[src/rtl/core/rtn_pkg.sv]
package rtn_pkg;

    // item kinds
    localparam logic [2:0] K_LOAD_ROUTE = 3'd0;
    localparam logic [2:0] K_LOAD_NB    = 3'd1;
    localparam logic [2:0] K_HOP_FIRST  = 3'd2;
    localparam logic [2:0] K_HOP_LAST   = 3'd3;
    localparam logic [2:0] K_LENGTH     = 3'd4;
    localparam logic [2:0] K_LIMIT      = 3'd5;
    localparam logic [2:0] K_MIN_DIST   = 3'd6;

    localparam logic [7:0]  NO_ZONE     = 8'hFF;
    localparam logic [7:0]  FAR_DIST    = 8'd255;
    localparam logic [23:0] FAIL_LENGTH = 24'd100000;

    typedef enum logic [3:0] {
        S_CLEAR,
        S_IDLE,
        S_QUERY,
        S_HOP_CHECK,
        S_SCAN_START,
        S_NB_RD,
        S_NB_DATA,
        S_MUL,
        S_ADDR,
        S_RT_DATA,
        S_CMP,
        S_SCAN_END,
        S_WALK_DEC,
        S_DONE
    } state_t;

    typedef enum logic [1:0] {
        D_ZERO,
        D_FAR,
        D_RAM
    } dsel_t;

    typedef enum logic [2:0] {
        RES_SAME_HOP,
        RES_SAME_MIN,
        RES_HOP,
        RES_MIN,
        RES_WALK,
        RES_FAIL
    } res_t;

    typedef struct packed {
        logic  accept;
        logic  rt_wr;
        logic  nb_wr;
        logic  clr_wr;
        logic  scan_init;
        logic  cand_ld;
        logic  mul_ld;
        logic  d_ld;
        dsel_t d_sel;
        logic  cmp;
        logic  total_add;
        logic  step;
        logic  res_set;
        res_t  res_sel;
        logic  out_ld;
    } cmd_t;

    typedef struct packed {
        logic [2:0] in_kind;
        logic [2:0] kind;
        logic       same;
        logic       cur_oob;
        logic       nb_end;
        logic       nb_is_to;
        logic       addr_oob;
        logic       last_slot;
        logic       hops_max;
        logic       over_limit;
        logic       stuck;
        logic       clr_last;
        logic       out_free;
    } sts_t;

endpackage

[src/rtl/core/rtn_ctrl.sv]
module rtn_ctrl (
    input  logic          clk,
    input  logic          rst_n,
    input  logic          in_valid,
    output logic          in_ready,
    input  rtn_pkg::sts_t st,
    output rtn_pkg::cmd_t cmd
);

    rtn_pkg::state_t state_reg, state_next;

    always_ff @(posedge clk or negedge rst_n)
    begin
        if (!rst_n)
        begin
            state_reg <= rtn_pkg::S_CLEAR;
        end
        else
        begin
            state_reg <= state_next;
        end
    end

    always_comb
    begin
        state_next = state_reg;
        in_ready   = 1'b0;
        cmd        = '0;
        cmd.d_sel  = rtn_pkg::D_ZERO;
        cmd.res_sel = rtn_pkg::RES_HOP;
        unique case (state_reg)
            rtn_pkg::S_CLEAR:
            begin
                cmd.clr_wr = 1'b1;
                if (st.clr_last)
                begin
                    state_next = rtn_pkg::S_IDLE;
                end
            end
            rtn_pkg::S_IDLE:
            begin
                in_ready = 1'b1;
                if (in_valid)
                begin
                    cmd.accept = 1'b1;
                    unique case (st.in_kind)
                        rtn_pkg::K_LOAD_ROUTE: cmd.rt_wr = 1'b1;
                        rtn_pkg::K_LOAD_NB:    cmd.nb_wr = 1'b1;
                        rtn_pkg::K_HOP_FIRST,
                        rtn_pkg::K_HOP_LAST,
                        rtn_pkg::K_LENGTH,
                        rtn_pkg::K_LIMIT,
                        rtn_pkg::K_MIN_DIST:   state_next = rtn_pkg::S_QUERY;
                        default:               state_next = rtn_pkg::S_IDLE;
                    endcase
                end
            end
            rtn_pkg::S_QUERY:
            begin
                if (st.kind == rtn_pkg::K_LENGTH || st.kind == rtn_pkg::K_LIMIT)
                begin
                    state_next = rtn_pkg::S_HOP_CHECK;
                end
                else if (st.same)
                begin
                    cmd.res_set = 1'b1;
                    cmd.res_sel = (st.kind == rtn_pkg::K_MIN_DIST) ?
                                  rtn_pkg::RES_SAME_MIN : rtn_pkg::RES_SAME_HOP;
                    state_next  = rtn_pkg::S_DONE;
                end
                else
                begin
                    state_next = rtn_pkg::S_SCAN_START;
                end
            end
            rtn_pkg::S_HOP_CHECK:
            begin
                if (st.same)
                begin
                    cmd.res_set = 1'b1;
                    cmd.res_sel = rtn_pkg::RES_WALK;
                    state_next  = rtn_pkg::S_DONE;
                end
                else if (st.hops_max)
                begin
                    cmd.res_set = 1'b1;
                    cmd.res_sel = rtn_pkg::RES_FAIL;
                    state_next  = rtn_pkg::S_DONE;
                end
                else
                begin
                    state_next = rtn_pkg::S_SCAN_START;
                end
            end
            rtn_pkg::S_SCAN_START:
            begin
                cmd.scan_init = 1'b1;
                state_next = st.cur_oob ? rtn_pkg::S_SCAN_END : rtn_pkg::S_NB_RD;
            end
            rtn_pkg::S_NB_RD:
            begin
                state_next = rtn_pkg::S_NB_DATA;
            end
            rtn_pkg::S_NB_DATA:
            begin
                if (st.nb_end)
                begin
                    state_next = rtn_pkg::S_SCAN_END;
                end
                else if (st.nb_is_to)
                begin
                    cmd.cand_ld = 1'b1;
                    cmd.d_ld    = 1'b1;
                    cmd.d_sel   = rtn_pkg::D_ZERO;
                    state_next  = rtn_pkg::S_CMP;
                end
                else
                begin
                    cmd.cand_ld = 1'b1;
                    state_next  = rtn_pkg::S_MUL;
                end
            end
            rtn_pkg::S_MUL:
            begin
                cmd.mul_ld = 1'b1;
                state_next = rtn_pkg::S_ADDR;
            end
            rtn_pkg::S_ADDR:
            begin
                if (st.addr_oob)
                begin
                    cmd.d_ld   = 1'b1;
                    cmd.d_sel  = rtn_pkg::D_FAR;
                    state_next = rtn_pkg::S_CMP;
                end
                else
                begin
                    state_next = rtn_pkg::S_RT_DATA;
                end
            end
            rtn_pkg::S_RT_DATA:
            begin
                cmd.d_ld   = 1'b1;
                cmd.d_sel  = rtn_pkg::D_RAM;
                state_next = rtn_pkg::S_CMP;
            end
            rtn_pkg::S_CMP:
            begin
                cmd.cmp = 1'b1;
                state_next = st.last_slot ? rtn_pkg::S_SCAN_END : rtn_pkg::S_NB_RD;
            end
            rtn_pkg::S_SCAN_END:
            begin
                if (st.kind == rtn_pkg::K_HOP_FIRST || st.kind == rtn_pkg::K_HOP_LAST)
                begin
                    cmd.res_set = 1'b1;
                    cmd.res_sel = rtn_pkg::RES_HOP;
                    state_next  = rtn_pkg::S_DONE;
                end
                else if (st.kind == rtn_pkg::K_MIN_DIST)
                begin
                    cmd.res_set = 1'b1;
                    cmd.res_sel = rtn_pkg::RES_MIN;
                    state_next  = rtn_pkg::S_DONE;
                end
                else
                begin
                    cmd.total_add = 1'b1;
                    state_next    = rtn_pkg::S_WALK_DEC;
                end
            end
            rtn_pkg::S_WALK_DEC:
            begin
                if (st.over_limit)
                begin
                    cmd.res_set = 1'b1;
                    cmd.res_sel = rtn_pkg::RES_WALK;
                    state_next  = rtn_pkg::S_DONE;
                end
                else if (st.stuck)
                begin
                    cmd.res_set = 1'b1;
                    cmd.res_sel = rtn_pkg::RES_FAIL;
                    state_next  = rtn_pkg::S_DONE;
                end
                else
                begin
                    cmd.step   = 1'b1;
                    state_next = rtn_pkg::S_HOP_CHECK;
                end
            end
            rtn_pkg::S_DONE:
            begin
                if (st.out_free)
                begin
                    cmd.out_ld = 1'b1;
                    state_next = rtn_pkg::S_IDLE;
                end
            end
            default:
            begin
                state_next = rtn_pkg::S_IDLE;
            end
        endcase
    end

endmodule

[config.mk]
export PLATFORM = sky130hd
export DESIGN_NAME = rtn_ctrl
export DESIGN_NICKNAME = d
export VERILOG_FILES = /design/src/rtl/core/rtn_pkg.sv /design/src/rtl/core/rtn_ctrl.sv
export SDC_FILE = /design/constraint.sdc
export NUM_CORES = 1
export LEC_CHECK = 0
export BUFFER_PORTS_ARGS = -buffer_cell sky130_fd_sc_hd__clkbuf_2
export CAP_MARGIN = 0
export CORE_UTILIZATION = 45
export DETAILED_ROUTE_END_ITERATION = 16
export PLACE_DENSITY = 0.84
export RECOVER_POWER = 100
export SLEW_MARGIN = 25
export SYNTH_ARGS = -nofsm -noshare
export SYNTH_HDL_FRONTEND = slang
export SYNTH_SLANG_ARGS = --single-unit
[constraint.sdc]
create_clock -name clk -period 2 [get_ports clk]
set_input_delay 0.4 -clock clk [delete_from_list [all_inputs] [get_ports clk]]
set_output_delay 0.4 -clock clk [all_outputs]
set_load 0.05 [all_outputs]
-- Yosys cells after proc, flatten, opt, wreduce, memory -nomap -nowiden
Cells that the tools add are included.
- register bits: 4
- bits of input ports: 20
- output and inout bits: 19
- word-level logic and storage cells: 87
- equality and inequality tests: 28
- muxes and demuxes: 51
- reduce and logical (&&, ||, !) cells: 7
- operator list (cell ; number):
    $mux 4 ; 22
    $pmux 4 s14 ; 1
    $eq 4x4->1 const B ; 6
    $mux 1 ; 19
    $eq 3x3->1 const B ; 6
    $eq 4x3->1 const B ; 4
    $pmux 4 s4 ; 1
    $mux 3 ; 5
    $eq 3x2->1 const B ; 4
    $pmux 3 s3 ; 1
    $eq 4x2->1 const B ; 2
    $ne 2x2->1 const B ; 4
    $pmux 4 s2 ; 1
    $reduce_or 5->1 ; 1
    $eq 4x1->1 const B ; 1
    $logic_not 4->1 ; 1
    $reduce_and 4->1 ; 1
    $eq 3x1->1 const B ; 1
    $logic_not 3->1 ; 1
    $logic_or 1x1->1 ; 2
    $mux 2 ; 1
    $reduce_or 2->1 ; 1

-- Logic depth before layout (Yosys ltp)
Gate-level depths: netlist of run 1.
- depth in word-level cells: 5
- mapped depth: 7
- mapped depth without buffers: 5

-- Worst setup path after synthesis of run 1
No wires, ideal clock.
- path type: register -> output
- from: register state_reg[2]
- to: output port cmd[16] in the netlist's numbering
- arrival: 2.563 ns
- required time: 1.600 ns
- setup slack: -0.963 ns
- stages on the path, launching flop included: 6
- path buffers: 1
- cells stage by stage: dfrtp_1 buf_6 nor3_2 and2_1 nand2_1 nor2_1
- RTL lines (element ; RTL line ; text):
    start, declared ; rtn_ctrl.sv:10 ; rtn_pkg::state_t state_reg, state_next;
    start signal, assigned ; rtn_ctrl.sv:16 ; state_reg <= rtn_pkg::S_CLEAR;
    start signal, assigned ; rtn_ctrl.sv:20 ; state_reg <= state_next;
    end, declared ; rtn_ctrl.sv:7 ; output rtn_pkg::cmd_t cmd

==> results.md, run 1 <==
- Outcome: finished, violations left
- Failing checks: DRC, setup timing
- Hold Path Origin: st[7]
- Cell area power density: 1600 nW/µm²
- Rel. slew slack: 69.8%
- Setup TNS: -0.159 ns
- Initial core utilization: 49.9%
- Placed Area: 1090 µm²
- Mapped Nets: 135
- Core area: 1560 µm²
- RSZ-0062 raised after global routing: yes
- # DRC: 2
- Number of global-route vias before repair: 1,026
- Synthesized area per cell: 6.77 µm²
- Startpoint types: register
- Worst setup startpoint: state_reg[2]
- Max Slew Vio Count: 0
- CP arrival: 1.73 ns
- Post-Syn Instances: 115
- Via count: 1,268
- Leakage: 0.610 nW
- Final GP Congestion: 0.887
- Worst Setup Path Type: register to output pin
- Drt pass-1 iters: 11
- Final worst slack: -0.128 ns
- Post-synth EDFFs: 0
- Max rail drop VDD: 0.00115 V
- Detailed placement HPWL: 1910 µm
- Part of the Yosys area used for sequential elements: 12.9%
- Clock latency on the worst-skew pair: 0.24 ns
- Global route overflow: 0
- Hold Vio Cnt, Final: 0
- Max reg flops: 4
- Area growth, synth to finish: 75.6%
- CP Data Required Time: 1.60 ns
- Final Cycle Share: 106%
- Final core area utilization: 87.6%
- Seq cells post-synth: 4
- CTS max path bufs: 2
- Die height: 43.6 µm
- Crit-path max FO: 8
- Placed cells: 173
- Nets@finish: 195
- Clock Sinks: 4
- Overall routing resource usage: 32.1%
- Clock Tree Root: clkbuf_4
- Drt initial violations: 67
- Fin cells: 189
- Fmax: 470 MHz
- Fraction of layout cells with a size suffix above 1: 56.6%
- H-tree Lvls: 1
- Setup violations, final: 5
- CTS tree: done
- Max Cap Viol: 0
- Die Wd: 43.6 µm
- Final Total Pwr: 2.18 mW
- Critical Path Sink Type: output pin
- Commonest non-fill, non-tap cell in the layout: clkbuf_2
- Async S/R FF share, synth: 100%
- Reg2reg start: state_reg[3]
- Yosys Warn Count: 0
- Rows: 14
- Worst-Margin Slew: 0.441 ns
- Clock skew: 0.00223 ns
- Largest net degree at the start of global routing: 17
- Initial antenna violation count: 0
- Synthesized area: 778 µm²
- IO buf count: 38
- Ant diodes: 0
- Yosys cell types: 42
- Hold WC Path Type: primary input to register
- Worst-path clk slew: 0.04 ns
- Wire per inst: 18.4 µm
- Via/cell ratio: 6.71
- Filler instances: 92
- Synth Flop Type: dfrtp_1
- Final instance area: 1370 µm²
- Commonest non-fill, non-tap cells in the layout: clkbuf_2 (28), buf_4 (21), nor2_1 (13)
- Min Tclk post-route: 2.13 ns
- DRT antenna net count: 0
- Total CTS buffers: 3
- Boundary Pins: 39
- First-pass GRT wire length: 4620 µm
- Routed WL: 3470 µm
- Die area: 1900 µm²
metal layers:
layer | up-vias | routed length [µm] | part of all wire [%] | GRT usage (%)
met5 | - | 0 | 0 | 0
met4 | 0 | 151 | 4.4 | 8.13
met3 | 23 | 370 | 11 | 2.50
met2 | 133 | 1710 | 49 | 56.7
met1 | 574 | 1230 | 36 | 41.8
li1 | 538 | - | - | -
Yosys cell counts, drive strengths merged, types with 2 or more instances:
cell	n	area, µm²
a21oi	5	25.0
and3	3	18.8
buf	9	75.1
dfrtp	4	100
inv	2	7.50
nand2	14	55.1
nand2b	5	31.3
nand3	5	25.0
nand4	2	12.5
nor2	17	63.8
nor2b	6	37.5
nor3	6	40.0
nor3b	4	35.0
nor4	2	18.8
o211ai	3	22.5
o21ai	10	53.8
or3	2	12.5
metrics by stage:
stage / setup slack (ns) / hold WS [ns]
2_1_floorplan: -0.385 / 0.104
3_3_place_gp: 0.127 / 0.205
3_5_place_dp: 0.0465 / 0.207
4_1_cts: 0.000113 / 0.502
5_1_grt: -0.173 / 0.547
6_report: -0.128 / 0.510
critical path, stage by stage, from the launching register on:
cell and delay [ns]:
dfrtp_2 0.47, nor2_2 0.22, nand3_4 0.12, nor3b_1 0.29
or3_1 0.21, buf_6 0.17
logic make-up after synthesis:
family                 share of synthesized area (%)
AOI/OAI and AO/OA                               26.4
and+or+nand+nor                                 50.2
buffers and inverters                           10.6
DFF                                             12.9
report_power, final:
| part | leakage (nW) | internal, mW | switching [mW] |
|---|---|---|---|
| registers | 0.0442 | 0.132 | 0.0969 |
| logic | 0.552 | 0.749 | 1.10 |
| clock network | 0.0138 | 0.0675 | 0.0389 |
final cells by class:
| type | count | area, µm² | share of cell area, % |
|---|---|---|---|
| inverter | 2 | 7.51 | 0.549 |
| timing repair buffer | 64 | 463 | 33.9 |
| sequential | 4 | 105 | 7.69 |
| tap | 16 | 20.0 | 1.47 |
| multi-input combinational | 100 | 748 | 54.8 |
| clock buffer | 3 | 22.5 | 1.65 |
repair_timing:
action                                  4_1_cts  5_1_grt
buffers inserted                              5        7
pin swaps                                     2        5
hold endpoints to repair                      4        0
endpoints found under the setup margin        8        9
hold buffers                                  1        0
gates resized for setup                      24       21
path summary, 6_finish.rpt:
kind                            cells after the start  slack (ns)      endpoint
worst max register to register                      7        0.28  state_reg[0]
worst max-delay path                                5       -0.13        cmd[1]
min in group asynchronous                           2        0.53  state_reg[1]
worst min-delay path                                3        0.51  state_reg[2]
max in group asynchronous                           2        1.26  state_reg[3]
worst min register to register                      2        0.71  state_reg[2]
Power figures use the tool's default switching activity.
==> inputs of run 2 (changes only) <==
--- a/config.mk
+++ b/config.mk
@@ -7,9 +7,12 @@
 export LEC_CHECK = 0
 export BUFFER_PORTS_ARGS = -buffer_cell sky130_fd_sc_hd__clkbuf_2
 export CAP_MARGIN = 0
-export CORE_UTILIZATION = 45
+export CELL_PAD_IN_SITES_DETAIL_PLACEMENT = 0
+export CELL_PAD_IN_SITES_GLOBAL_PLACEMENT = 2
+export CORE_MARGIN = 2
+export CORE_UTILIZATION = 22
 export DETAILED_ROUTE_END_ITERATION = 16
-export PLACE_DENSITY = 0.84
+export PLACE_DENSITY = 0.82
 export RECOVER_POWER = 100
 export SLEW_MARGIN = 25
 export SYNTH_ARGS = -nofsm -noshare
==> run 2 against run 1 <==
Effect of this change: the run ends with setup timing left; utilization shrank 44 points; clock-buffer cell count is the same; clock power is essentially flat; largest cell class unchanged; maximum frequency grew 4.7%; cell area grew 7.1%; critical path type unchanged; worst hold slack gained 0.0098 ns; worst setup slack gained 0.096 ns; die area grew 110%; power grew 2.2%; clock skew grew 0.0092 ns; global-route usage shrank 18 points.
==> results.md, run 2 (same netlist as run 1, synthesis figures left out) <==
- Setup TNS: -0.0319 ns
- Initial core utilization: 23.1%
- Initial antenna violation count: 0
- Drt initial violations: 14
- Placement Setup Slack: 0.113 ns
- Final instance area: 1460 µm²
- Fraction of layout cells with a size suffix above 1: 58.2%
- Commonest non-fill, non-tap cells in the layout: clkbuf_2 (26), buf_4 (13), nor2_1 (12)
- CP Data Required Time: 1.60 ns
- Detailed placement HPWL: 2250 µm
- DRT antenna net count: 0
- Total CTS buffers: 3
- Critical Path Sink Type: output pin
- Clock latency on the worst-skew pair: 0.25 ns
- Clock skew: 0.0114 ns
- Commonest non-fill, non-tap cell in the layout: clkbuf_2
- Rows: 21
- Nets@finish: 192
- Clock Tree Root: clkbuf_4
- Rel. slew slack: 69.5%
- Drt pass-1 iters: 4
- CTS tree: done
- Routed WL: 2870 µm
- Setup violations, final: 1
- Crit-path max FO: 5
- WHS: 0.520 ns
- Startpoint types: register
- Clock Sinks: 4
- Max reg flops: 4
- Number of global-route vias before repair: 1,033
- Overall routing resource usage: 14.5%
- Max Slew Vio Count: 0
- RSZ-0062 raised after global routing: yes
- Die area: 4030 µm²
- H-tree Lvls: 1
- Placed cells: 205
- Final core area utilization: 43.5%
- CP arrival: 1.63 ns
- Global route overflow: 0
- Core area: 3360 µm²
- Outcome: finished, violations left
- Max rail drop VDD: 0.000688 V
- Ant diodes: 0
- Failing checks: setup timing
- Hold Vio Cnt, Final: 0
- Area growth, synth to finish: 88.1%
- Worst-Margin Slew: 0.446 ns
- Die height: 63.5 µm
- Fmax: 492 MHz
- Hold WC Path Type: primary input to async pin
- Max Cap Viol: 0
- Final worst slack: -0.0319 ns
- Worst-path clk slew: 0.05 ns
- First-pass GRT wire length: 4660 µm
- Boundary Pins: 39
- Placed Area: 1200 µm²
- CTS max path bufs: 2
- Via/cell ratio: 4.83
- Min Tclk post-route: 2.03 ns
- Final GP Congestion: 0.838
- Largest net degree at the start of global routing: 14
- Wire per inst: 13.3 µm
- Leakage: 0.606 nW
- # DRC: 0
- Worst Setup Path Type: register to output pin
- Final Cycle Share: 102%
- Via count: 1,043
- Final Total Pwr: 2.23 mW
- Fin cells: 216
- Die Wd: 63.5 µm
- IO buf count: 38
- Cell area power density: 1520 nW/µm²
## run 2: critical path, stage by stage, from the launching register on
cell,delay [ns]
dfrtp_2,0.43
buf_12,0.14
nor2_4,0.13
nand3_4,0.09
o32ai_4,0.34
nand2_4,0.09
buf_12,0.15
## run 2: power by group
part	internal, mW	switching (mW)	total [mW]
Clock	0.0675	0.0390	0.106
Combinational	0.832	1.06	1.90
Sequential	0.131	0.0935	0.225
## run 2: path summary, 6_finish.rpt
| check | startpoint | to | slack [ns] | depth (start not counted) |
|---|---|---|---|---|
| worst max-delay path | state_reg[2] | cmd[4] | -0.03 | 6 |
| max in group asynchronous | rst_n | state_reg[1] | 1.25 | 2 |
| worst min register to register | state_reg[2] | state_reg[2] | 0.79 | 3 |
| min in group clk | st[4] | state_reg[3] | 0.52 | 3 |
| worst max register to register | state_reg[2] | state_reg[0] | 0.33 | 5 |
| worst min-delay path | rst_n | state_reg[2] | 0.52 | 2 |
## run 2: final cells by class
cell class	count	area, µm²
Clock buffer	3	22.5
Fill cell	350	1900
Inverter	2	7.51
Multi-Input combinational cell	100	766
Sequential cell	4	105
Tap cell	46	57.6
Timing Repair Buffer	61	505
## run 2: repair_timing
item,4_1_cts,5_1_grt
endpoints found under the hold margin,4,0
setup endpoints to repair,8,13
gates resized for setup,23,26
pin swaps,3,4
hold buffers,1,0
buffers inserted,6,1
## run 2: routing by layer
layer / track usage (%) / vias up / part of all wire (%)
met5: 0 / - / 0
met4: 5.71 / 0 / 1.8
met3: 1.79 / 6 / 3.3
met2: 25.8 / 23 / 51
met1: 17.7 / 481 / 44
li1: - / 533 / -
